File: config.mk
export PLATFORM = sky130hd
export DESIGN_NAME = yolo_box_decode_top_flat
export DESIGN_NICKNAME = d
export VERILOG_FILES = /design/src/hw/rtl/ybd_pkg.sv /design/src/hw/rtl/ybd_if.sv /design/src/hw/rtl/yolo_box_decode_top.sv /design/src/flat_wrapper.sv
export SDC_FILE = /design/constraint.sdc
export NUM_CORES = 2
export LEC_CHECK = 0
export ABC_AREA = 1
export BUFFER_PORTS_ARGS = -buffer_cell sky130_fd_sc_hd__buf_4
export CAP_MARGIN = 0
export CORE_ASPECT_RATIO = 2
export CORE_UTILIZATION = 27
export DETAILED_ROUTE_END_ITERATION = 8
export HOLD_SLACK_MARGIN = 0.15
export SLEW_MARGIN = 5
export SYNTH_ARGS = -nofsm -noshare
export SYNTH_HDL_FRONTEND = slang
export SYNTH_SLANG_ARGS = --single-unit
File: constraint.sdc
create_clock -name clk -period 10.4 [get_ports clk]
set_clock_uncertainty 0.2 [all_clocks]
set_input_delay 0.52 -clock clk [delete_from_list [all_inputs] [get_ports clk]]
set_output_delay 0.52 -clock clk [all_outputs]
set_load 0.01 [all_outputs]
File: src/hw/rtl/ybd_pkg.sv
// ybd_pkg: shared types, widths, register codes and lookup tables of the yolo box decoder
// no dependencies; used by the stream interfaces and the top level
`timescale 1ns / 1ps
`default_nettype none

package ybd_pkg;

    localparam int ANCHOR_COUNT = 3;
    localparam int ANCHOR_SLOTS = 3;

    localparam int LOGIT_W     = 16;
    localparam int CHANNEL_W   = 8;
    localparam int GRID_W      = 8;
    localparam int SEL_W       = 2;
    localparam int DECODED_W   = 32;
    localparam int STRIDE_BITS = 8;
    localparam int ANCHOR_BITS = 10;
    localparam int WDATA_W     = 10;
    localparam int INDEX_W     = 3;

    localparam logic [STRIDE_BITS-1:0] STRIDE_RESET = 8'd32;

    // log2(e) in q1.16
    localparam logic signed [33:0] LOG2E_Q16 = 34'sd94548;

    localparam logic [CHANNEL_W-1:0] CH_X = 8'd0;
    localparam logic [CHANNEL_W-1:0] CH_Y = 8'd1;
    localparam logic [CHANNEL_W-1:0] CH_W = 8'd2;
    localparam logic [CHANNEL_W-1:0] CH_H = 8'd3;

    typedef enum logic [INDEX_W-1:0] {
        REG_STRIDE_X  = 3'd0,
        REG_STRIDE_Y  = 3'd1,
        REG_ANC_WID0  = 3'd2,
        REG_ANC_WID1  = 3'd3,
        REG_ANC_WID2  = 3'd4,
        REG_ANC_HGT0  = 3'd5,
        REG_ANC_HGT1  = 3'd6,
        REG_ANC_HGT2  = 3'd7
    } cfg_reg_t;

    typedef enum logic [1:0] {
        KIND_X,
        KIND_Y,
        KIND_EXP,
        KIND_SIG
    } kind_t;

    // sigmoid(k/2), k = 0..16, q0.16
    localparam logic [15:0] SIG_TAB [17] = '{
        16'd32768, 16'd40793, 16'd47911, 16'd53581, 16'd57724, 16'd60565,
        16'd62428, 16'd63615, 16'd64357, 16'd64816, 16'd65097, 16'd65269,
        16'd65374, 16'd65438, 16'd65476, 16'd65500, 16'd65514
    };

    // 2^(k/16), k = 0..16, q2.16
    localparam logic [17:0] POW2_TAB [17] = '{
        18'd65536,  18'd68438,  18'd71468,  18'd74632,  18'd77936,  18'd81386,
        18'd84990,  18'd88752,  18'd92682,  18'd96785,  18'd101070, 18'd105545,
        18'd110218, 18'd115098, 18'd120193, 18'd125515, 18'd131072
    };

endpackage

`default_nettype wire

File: src/hw/rtl/ybd_if.sv
// ybd_in_if and ybd_out_if: valid/ready request channels of the yolo box decoder
// depends on ybd_pkg for field widths
`timescale 1ns / 1ps
`default_nettype none

interface ybd_in_if
    import ybd_pkg::*;
();
    logic                        valid;
    logic                        ready;
    logic signed [LOGIT_W-1:0]   logit;
    logic [CHANNEL_W-1:0]        channel;
    logic [GRID_W-1:0]           grid_col;
    logic [GRID_W-1:0]           grid_row;
    logic [SEL_W-1:0]            anchor_sel;

    modport source (output valid, logit, channel, grid_col, grid_row, anchor_sel,
                    input ready);
    modport sink   (input valid, logit, channel, grid_col, grid_row, anchor_sel,
                    output ready);
endinterface

interface ybd_out_if
    import ybd_pkg::*;
();
    logic                  valid;
    logic                  ready;
    logic [DECODED_W-1:0]  decoded;
    logic                  saturated;

    modport source (output valid, decoded, saturated, input ready);
    modport sink   (input valid, decoded, saturated, output ready);
endinterface

`default_nettype wire

File: src/hw/rtl/yolo_box_decode_top.sv
// yolo_box_decode_top: four-stage pipelined decoder of detector logits into box values
// depends on ybd_pkg and the ybd_in_if / ybd_out_if interfaces
//
//   port     | role              | payload
//   ---------+-------------------+----------------------------------------------
//   item     | request in        | logit, channel, grid_col, grid_row, anchor_sel
//   result   | request out       | decoded, saturated
//   wr_*     | register write    | wr_index, wr_data
//
// one request per cycle sustained while result.ready holds; a request passes stages 1 to 4 in order before result.valid
// stages: sigmoid lookup and log2(e) multiply, interpolation, scale multiply, shift and round
// each stage holds when the next is full and stalled; a stage empties as it hands on
// reset clears valid bits and restores the register defaults (strides 32, anchors 0)
`timescale 1ns / 1ps
`default_nettype none

module yolo_box_decode_top
    import ybd_pkg::*;
(
    input  wire logic                 clk,
    input  wire logic                 rst_n,
    ybd_in_if.sink                    item,
    ybd_out_if.source                 result,
    input  wire logic                 wr_en,
    input  wire logic [INDEX_W-1:0]   wr_index,
    input  wire logic [WDATA_W-1:0]   wr_data
);

    // configuration registers
    logic [STRIDE_BITS-1:0] stride_x_reg;
    logic [STRIDE_BITS-1:0] stride_y_reg;
    logic [ANCHOR_BITS-1:0] anc_wid_reg [ANCHOR_SLOTS];
    logic [ANCHOR_BITS-1:0] anc_hgt_reg [ANCHOR_SLOTS];

    // handshake
    logic v1_reg, v2_reg, v3_reg, v4_reg;
    logic en1, en2, en3, en4;

    // stage 1
    kind_t                  s1_kind_reg;
    logic                   s1_neg_reg;
    logic [15:0]            s1_sbase_reg;
    logic [12:0]            s1_sdiff_reg;
    logic [6:0]             s1_sf_reg;
    logic signed [8:0]      s1_n_reg;
    logic [3:0]             s1_ei_reg;
    logic [11:0]            s1_ef_reg;
    logic [GRID_W-1:0]      s1_cell_reg;
    logic [STRIDE_BITS-1:0] s1_stride_reg;
    logic [ANCHOR_BITS-1:0] s1_anchor_reg;

    // stage 2
    kind_t                  s2_kind_reg;
    logic [15:0]            s2_sig_reg;
    logic [17:0]            s2_m_reg;
    logic signed [8:0]      s2_n_reg;
    logic [GRID_W-1:0]      s2_cell_reg;
    logic [STRIDE_BITS-1:0] s2_stride_reg;
    logic [ANCHOR_BITS-1:0] s2_anchor_reg;

    // stage 3
    kind_t               s3_kind_reg;
    logic [15:0]         s3_sig_reg;
    logic [31:0]         s3_prod_reg;
    logic [27:0]         s3_q_reg;
    logic signed [9:0]   s3_sh_reg;

    // stage 4
    logic [DECODED_W-1:0] dec_reg;
    logic                 sat_reg;

    // stage 1 combinational values
    kind_t                  kind_next;
    logic                   neg_next;
    logic [15:0]            sbase_next;
    logic [12:0]            sdiff_next;
    logic [6:0]             sf_next;
    logic signed [8:0]      n_next;
    logic [3:0]             ei_next;
    logic [11:0]            ef_next;
    logic [GRID_W-1:0]      cell_next;
    logic [STRIDE_BITS-1:0] stride_next;
    logic [ANCHOR_BITS-1:0] anchor_next;

    // later stage combinational values
    logic [15:0]          sig_next;
    logic [17:0]          m_next;
    logic [31:0]          prod_next;
    logic [27:0]          q_next;
    logic signed [9:0]    sh_next;
    logic [DECODED_W-1:0] dec_next;
    logic                 sat_next;

    assign en4 = !v4_reg || result.ready;
    assign en3 = !v3_reg || en4;
    assign en2 = !v2_reg || en3;
    assign en1 = !v1_reg || en2;

    assign item.ready       = en1;
    assign result.valid     = v4_reg;
    assign result.decoded   = dec_reg;
    assign result.saturated = sat_reg;

    // register writes
    always_ff @(posedge clk or negedge rst_n)
    begin
        if (!rst_n)
        begin
            stride_x_reg <= STRIDE_RESET;
            stride_y_reg <= STRIDE_RESET;
            for (int k = 0; k < ANCHOR_SLOTS; k++)
            begin
                anc_wid_reg[k] <= '0;
                anc_hgt_reg[k] <= '0;
            end
        end
        else if (wr_en)
        begin
            unique case (cfg_reg_t'(wr_index))
                REG_STRIDE_X: stride_x_reg   <= wr_data[STRIDE_BITS-1:0];
                REG_STRIDE_Y: stride_y_reg   <= wr_data[STRIDE_BITS-1:0];
                REG_ANC_WID0: anc_wid_reg[0] <= wr_data;
                REG_ANC_WID1: anc_wid_reg[1] <= wr_data;
                REG_ANC_WID2: anc_wid_reg[2] <= wr_data;
                REG_ANC_HGT0: anc_hgt_reg[0] <= wr_data;
                REG_ANC_HGT1: anc_hgt_reg[1] <= wr_data;
                REG_ANC_HGT2: anc_hgt_reg[2] <= wr_data;
                default:      stride_x_reg   <= stride_x_reg;
            endcase
        end
    end

    // stage 1: decode, |logit| table lookup, log2(e) multiply
    always_comb
    begin
        logic [16:0]        x_ext;
        logic [16:0]        a;
        logic               big;
        logic [3:0]         si;
        logic signed [33:0] p;

        x_ext = {item.logit[LOGIT_W-1], item.logit};
        a     = item.logit[LOGIT_W-1] ? (~x_ext + 17'd1) : x_ext;
        big   = |a[16:11];
        si    = a[10:7];

        neg_next = item.logit[LOGIT_W-1];
        if (big)
        begin
            sbase_next = SIG_TAB[16];
            sdiff_next = '0;
            sf_next    = '0;
        end
        else
        begin
            sbase_next = SIG_TAB[5'(si)];
            sdiff_next = 13'(SIG_TAB[5'(si) + 5'd1] - SIG_TAB[5'(si)]);
            sf_next    = a[6:0];
        end

        p       = 34'(item.logit) * LOG2E_Q16;
        n_next  = p[32:24];
        ei_next = p[23:20];
        ef_next = p[19:8];

        unique case (item.channel) inside
            CH_X:       kind_next = KIND_X;
            CH_Y:       kind_next = KIND_Y;
            CH_W, CH_H: kind_next = KIND_EXP;
            default:    kind_next = KIND_SIG;
        endcase

        cell_next   = (kind_next == KIND_X) ? item.grid_col : item.grid_row;
        stride_next = (kind_next == KIND_X) ? stride_x_reg : stride_y_reg;

        if (32'(item.anchor_sel) < ANCHOR_COUNT)
            anchor_next = (item.channel == CH_W) ? anc_wid_reg[item.anchor_sel]
                                                 : anc_hgt_reg[item.anchor_sel];
        else
            anchor_next = '0;
    end

    // stage 2: linear interpolation of both tables
    always_comb
    begin
        logic [19:0] sprod;
        logic [15:0] s;
        logic [16:0] sneg;
        logic [12:0] ediff;
        logic [24:0] eprod;

        sprod    = 20'(s1_sdiff_reg) * 20'(s1_sf_reg);
        s        = s1_sbase_reg + 16'((21'(sprod) + 21'd64) >> 7);
        sneg     = 17'h10000 - 17'(s);
        sig_next = s1_neg_reg ? sneg[15:0] : s;

        ediff  = 13'(POW2_TAB[5'(s1_ei_reg) + 5'd1] - POW2_TAB[5'(s1_ei_reg)]);
        eprod  = 25'(ediff) * 25'(s1_ef_reg);
        m_next = POW2_TAB[5'(s1_ei_reg)] + 18'((26'(eprod) + 26'd2048) >> 12);
    end

    // stage 3: scale by stride or anchor
    always_comb
    begin
        prod_next = 32'({s2_cell_reg, s2_sig_reg}) * 32'(s2_stride_reg);
        q_next    = 28'(s2_m_reg) * 28'(s2_anchor_reg);
        sh_next   = 10'(s2_n_reg) - 10'sd4;
    end

    // stage 4: round, shift and saturate
    always_comb
    begin
        logic [59:0] wide;
        logic [9:0]  r;
        logic [27:0] t;

        wide     = '0;
        r        = '0;
        t        = '0;
        dec_next = '0;
        sat_next = 1'b0;

        case (s3_kind_reg)
            KIND_X, KIND_Y:
                dec_next = 32'((33'(s3_prod_reg) + 33'd8) >> 4);
            KIND_SIG:
                dec_next = 32'((17'(s3_sig_reg) + 17'd8) >> 4);
            default:
            begin
                if (s3_q_reg == '0)
                    dec_next = '0;
                else if (s3_sh_reg >= 0)
                begin
                    wide = 60'(s3_q_reg) << s3_sh_reg[4:0];
                    if ((s3_sh_reg >= 10'sd32) || (|wide[59:32]))
                    begin
                        dec_next = '1;
                        sat_next = 1'b1;
                    end
                    else
                        dec_next = wide[31:0];
                end
                else
                begin
                    r = 10'(-s3_sh_reg);
                    if (r >= 10'd40)
                        dec_next = '0;
                    else
                    begin
                        t        = s3_q_reg >> 6'(r - 10'd1);
                        dec_next = 32'((29'(t) + 29'd1) >> 1);
                    end
                end
            end
        endcase
    end

    // valid bits
    always_ff @(posedge clk or negedge rst_n)
    begin
        if (!rst_n)
        begin
            v1_reg <= 1'b0;
            v2_reg <= 1'b0;
            v3_reg <= 1'b0;
            v4_reg <= 1'b0;
        end
        else
        begin
            if (en1)
                v1_reg <= item.valid;
            if (en2)
                v2_reg <= v1_reg;
            if (en3)
                v3_reg <= v2_reg;
            if (en4)
                v4_reg <= v3_reg;
        end
    end

    // payload
    always_ff @(posedge clk)
    begin
        if (en1)
        begin
            s1_kind_reg   <= kind_next;
            s1_neg_reg    <= neg_next;
            s1_sbase_reg  <= sbase_next;
            s1_sdiff_reg  <= sdiff_next;
            s1_sf_reg     <= sf_next;
            s1_n_reg      <= n_next;
            s1_ei_reg     <= ei_next;
            s1_ef_reg     <= ef_next;
            s1_cell_reg   <= cell_next;
            s1_stride_reg <= stride_next;
            s1_anchor_reg <= anchor_next;
        end
        if (en2)
        begin
            s2_kind_reg   <= s1_kind_reg;
            s2_sig_reg    <= sig_next;
            s2_m_reg      <= m_next;
            s2_n_reg      <= s1_n_reg;
            s2_cell_reg   <= s1_cell_reg;
            s2_stride_reg <= s1_stride_reg;
            s2_anchor_reg <= s1_anchor_reg;
        end
        if (en3)
        begin
            s3_kind_reg <= s2_kind_reg;
            s3_sig_reg  <= s2_sig_reg;
            s3_prod_reg <= prod_next;
            s3_q_reg    <= q_next;
            s3_sh_reg   <= sh_next;
        end
        if (en4)
        begin
            dec_reg <= dec_next;
            sat_reg <= sat_next;
        end
    end

endmodule

`default_nettype wire

File: src/flat_wrapper.sv
// flat-port wrapper written by rule: the top's interface ports become plain ports
module yolo_box_decode_top_flat import ybd_pkg::*;
  (clk, rst_n, wr_en, wr_index, wr_data, item_valid, item_logit, item_channel, item_grid_col, item_grid_row, item_anchor_sel, item_ready, result_valid, result_decoded, result_saturated, result_ready);
  ybd_in_if item_i ();
  ybd_out_if result_i ();
  input  wire logic clk;
  input  wire logic rst_n;
  input  wire logic wr_en;
  input  wire logic [INDEX_W-1:0] wr_index;
  input  wire logic [WDATA_W-1:0] wr_data;
  input wire logic [$bits(item_i.valid)-1:0] item_valid;
  input wire logic [$bits(item_i.logit)-1:0] item_logit;
  input wire logic [$bits(item_i.channel)-1:0] item_channel;
  input wire logic [$bits(item_i.grid_col)-1:0] item_grid_col;
  input wire logic [$bits(item_i.grid_row)-1:0] item_grid_row;
  input wire logic [$bits(item_i.anchor_sel)-1:0] item_anchor_sel;
  output wire logic [$bits(item_i.ready)-1:0] item_ready;
  output wire logic [$bits(result_i.valid)-1:0] result_valid;
  output wire logic [$bits(result_i.decoded)-1:0] result_decoded;
  output wire logic [$bits(result_i.saturated)-1:0] result_saturated;
  input wire logic [$bits(result_i.ready)-1:0] result_ready;
  assign item_i.valid = item_valid;
  assign item_i.logit = item_logit;
  assign item_i.channel = item_channel;
  assign item_i.grid_col = item_grid_col;
  assign item_i.grid_row = item_grid_row;
  assign item_i.anchor_sel = item_anchor_sel;
  assign item_ready = item_i.ready;
  assign result_valid = result_i.valid;
  assign result_decoded = result_i.decoded;
  assign result_saturated = result_i.saturated;
  assign result_i.ready = result_ready;
  yolo_box_decode_top u_core (.clk(clk), .rst_n(rst_n), .item(item_i), .result(result_i), .wr_en(wr_en), .wr_index(wr_index), .wr_data(wr_data));
endmodule
==> results.toml <==
[floorplanning]
die_h_um = 591
core_area_mm2 = 0.172
io_pins = 95
initial_core_util = 0.272
rows = 215
die-area_mm2 = 0.175
die_w_um = 296

[synth]
post_synth_num_cell_types = 61
ys_ff_latch = 355
postSynthCellCount = 5974
netlist_top_cells_area = "fa_1 (22%), edfxtp_1 (18%), nand2_1 (12%)"
yosysWarningCount = 0
yosys-top-cells-count = "nand2_1 (1519), inv_1 (1148), fa_1 (509), ha_1 (435), nor2_1 (377)"
synth_edf_count = 275
yosysTopAreaCellShare = 0.218
synth_fp_nets = 6978
yosysSeqAreaShare = 0.219
synthFlopType = "edfxtp_1"
async_flop_share = 0.225
yosys.area.top_type = "fa_1"
synth_most_common_cell = "nand2_1"
synth_area_mm2 = 0.0468
postSynthAreaPerCell_um2 = 7.84

[timing]
fin_tns_setup_ns = 0
maxSlewViolCount = 0
worst_pin_slew_ns = 1.08
final.min_clock_period_ns = 9.77
rsz0062_at_grt = "false"
fmax_mhz = 102
hold_viol_final = 0
slew_headroom = 0.277
final.period_utilization = 0.940
setup_viol = 0

[setup_path]
cp.required_ns = 10.55
crit_slowest_cell = "fa_1"
crit_family = "adder cells"
cpPeakStageDelay_ns = 0.53
critical_path_peak_fanout = 9
worstPathArrival_ns = 9.92
crit_path_start_kind = "register"
path_buf_inv = 12
critPathKind = "register to register"
cp-end-kind = "register"

[clock_network]
cts_tree = "done"
h-tree-depth = 2
cts_num_sinks = 355
cts_buffers = 40
post_cts_buffers = 0
path_clk_slew_ns = 0.07
clock_path_buffers = 3
cts-root-buf = "clkbuf_16"
worstSkewPairLatency_ns = 0.61

[run_status]
status = "finished, final reports clean"

[final_layout]
fillers = 18300
largest_reg_flops = 32
syn_to_final_growth_pct = 10.4
seq_area_mm2 = 0.0103
drive_gt1_frac = 0.0519
multi_input_area_mm2 = 0.0313
nets = 7003

[global_route]
gr-total-overflow = 0
track_usage = 0.159
antenna_found_initial = 1
grt_pass1_wl_um = 219000
grt_start_max_net_pins = 85
grt_pass1_vias = 41100

[route]
vias_per_cell = 4.67
wl_um = 138000
vias = 38800
wl_per_cell_um = 16.7
route.detailed.drc = 0
drt_iter0_drc = 1678
ant_nets = 0
drtPass1Iterations = 8

[placement]
dp_hpwl_um = 115000
port_buffers = 94
gp_congestion = 0.987

[job]
cap_violations = 0

[hold_path]
hold_class = "input pin to register"
worst register-to-register path, delay by kind of cell, from the launching register on:
family	cells	cell delay [ns]
AO/OA/AOI/OAI	11	1.82
XOR/XNOR	1	0.22
adder cells (fa/ha/maj)	10	3.59
buffers and inverters	12	1.22
flip-flops	1	0.43
AND/OR/NAND/NOR	17	2.06
placed cells by master (no fill, tap or decap), types with 6 or more instances in the layout:
cell,instances
clkbuf_16,40
a31oi_1,23
nor4_1,18
inv_1,1146
o22ai_1,19
xor2_1,122
a21o_1,10
mux2_2,16
nand2_1,1517
a221oi_1,6
o22a_1,10
clkinv_1,12
nor3_1,36
edfxtp_1,275
o211ai_1,20
inv_2,11
ha_1,435
o21a_1,10
dfrtp_1,78
nand4_1,50
o21ai_0,350
o21bai_1,14
xnor2_1,66
nand3_1,240
nor2_2,15
a211oi_1,19
fa_1,509
a21oi_1,239
o21ai_1,20
a21boi_0,7
buf_4,148
dlygate4sd3_1,33
or2_2,21
nand2_2,14
nand3b_1,22
nor2_1,377
final cells by class:
| cell class | instances | share of cell area |
|---|---|---|
| antenna | 2 | 0.0000968 |
| clock buffer | 46 | 0.0206 |
| clock inverter | 28 | 0.00702 |
| inverter | 1168 | 0.0849 |
| multi-input combinational | 4253 | 0.606 |
| sequential | 355 | 0.198 |
| tap | 2278 | 0.0551 |
| timing repair buffer | 181 | 0.0279 |
stage by stage:
stage | cell area (um^2) | setup WS [ns] | cells | utilization | hold WS [ns]
after floorplan | 46800 | 1.09 | 5974 | - | 0.0244
final | 51700 | 0.629 | 8311 | 0.301 | 0.213
after global routing | 51700 | 0.0120 | 8310 | 0.301 | 0.188
after detailed placement | 49900 | 0.147 | 8202 | 0.290 | 0.130
after global placement | 49900 | 0.256 | 8202 | 0.290 | 0.128
after CTS | 51700 | 0.0722 | 8309 | 0.301 | 0.167
metal layers:
metal,track usage,share of wire,vias up
met3,0.0145,0.033,364
met4,0.101,0.071,0
met5,0,0,-
met1,0.155,0.35,18700
met2,0.311,0.55,902
li1,-,-,18800
final timing paths:
| kind | start | to | slack (ns) | cells after the start |
|---|---|---|---|---|
| worst max-delay path | u_core.s1_ei_reg[0] | u_core.s2_m_reg[13] | 0.63 | 51 |
| worst min-delay path | item_logit[2] | u_core.s1_sf_reg[2] | 0.21 | 3 |
| worst max register to register | u_core.s1_ei_reg[0] | u_core.s2_m_reg[13] | 0.63 | 51 |
| worst min register to register | u_core.s1_stride_reg[7] | u_core.s2_stride_reg[7] | 0.22 | 0 |
| max in group asynchronous | rst_n | u_core.anc_wid_reg[19] | 8.66 | 3 |
| min in group asynchronous | rst_n | u_core.anc_hgt_reg[0] | 0.67 | 3 |
logic make-up after synthesis:
group | Yosys count | share of synthesized area
xor+xnor | 188 | 0.0352
compound gates | 776 | 0.0915
mux | 18 | 0.00427
buf+inv | 1366 | 0.112
simple gates | 2327 | 0.204
fa+ha+maj | 944 | 0.334
flops | 355 | 0.219
timing repair:
action | 4_1_cts | 5_1_grt
hold buffers | 33 | 0
resized for setup | 0 | 14
setup endpoints to repair | 0 | 8
hold endpoints to repair | 137 | 0
Power is not shown: default switching activity piles up to over one toggle a cycle in this logic, so the estimate is an artifact.
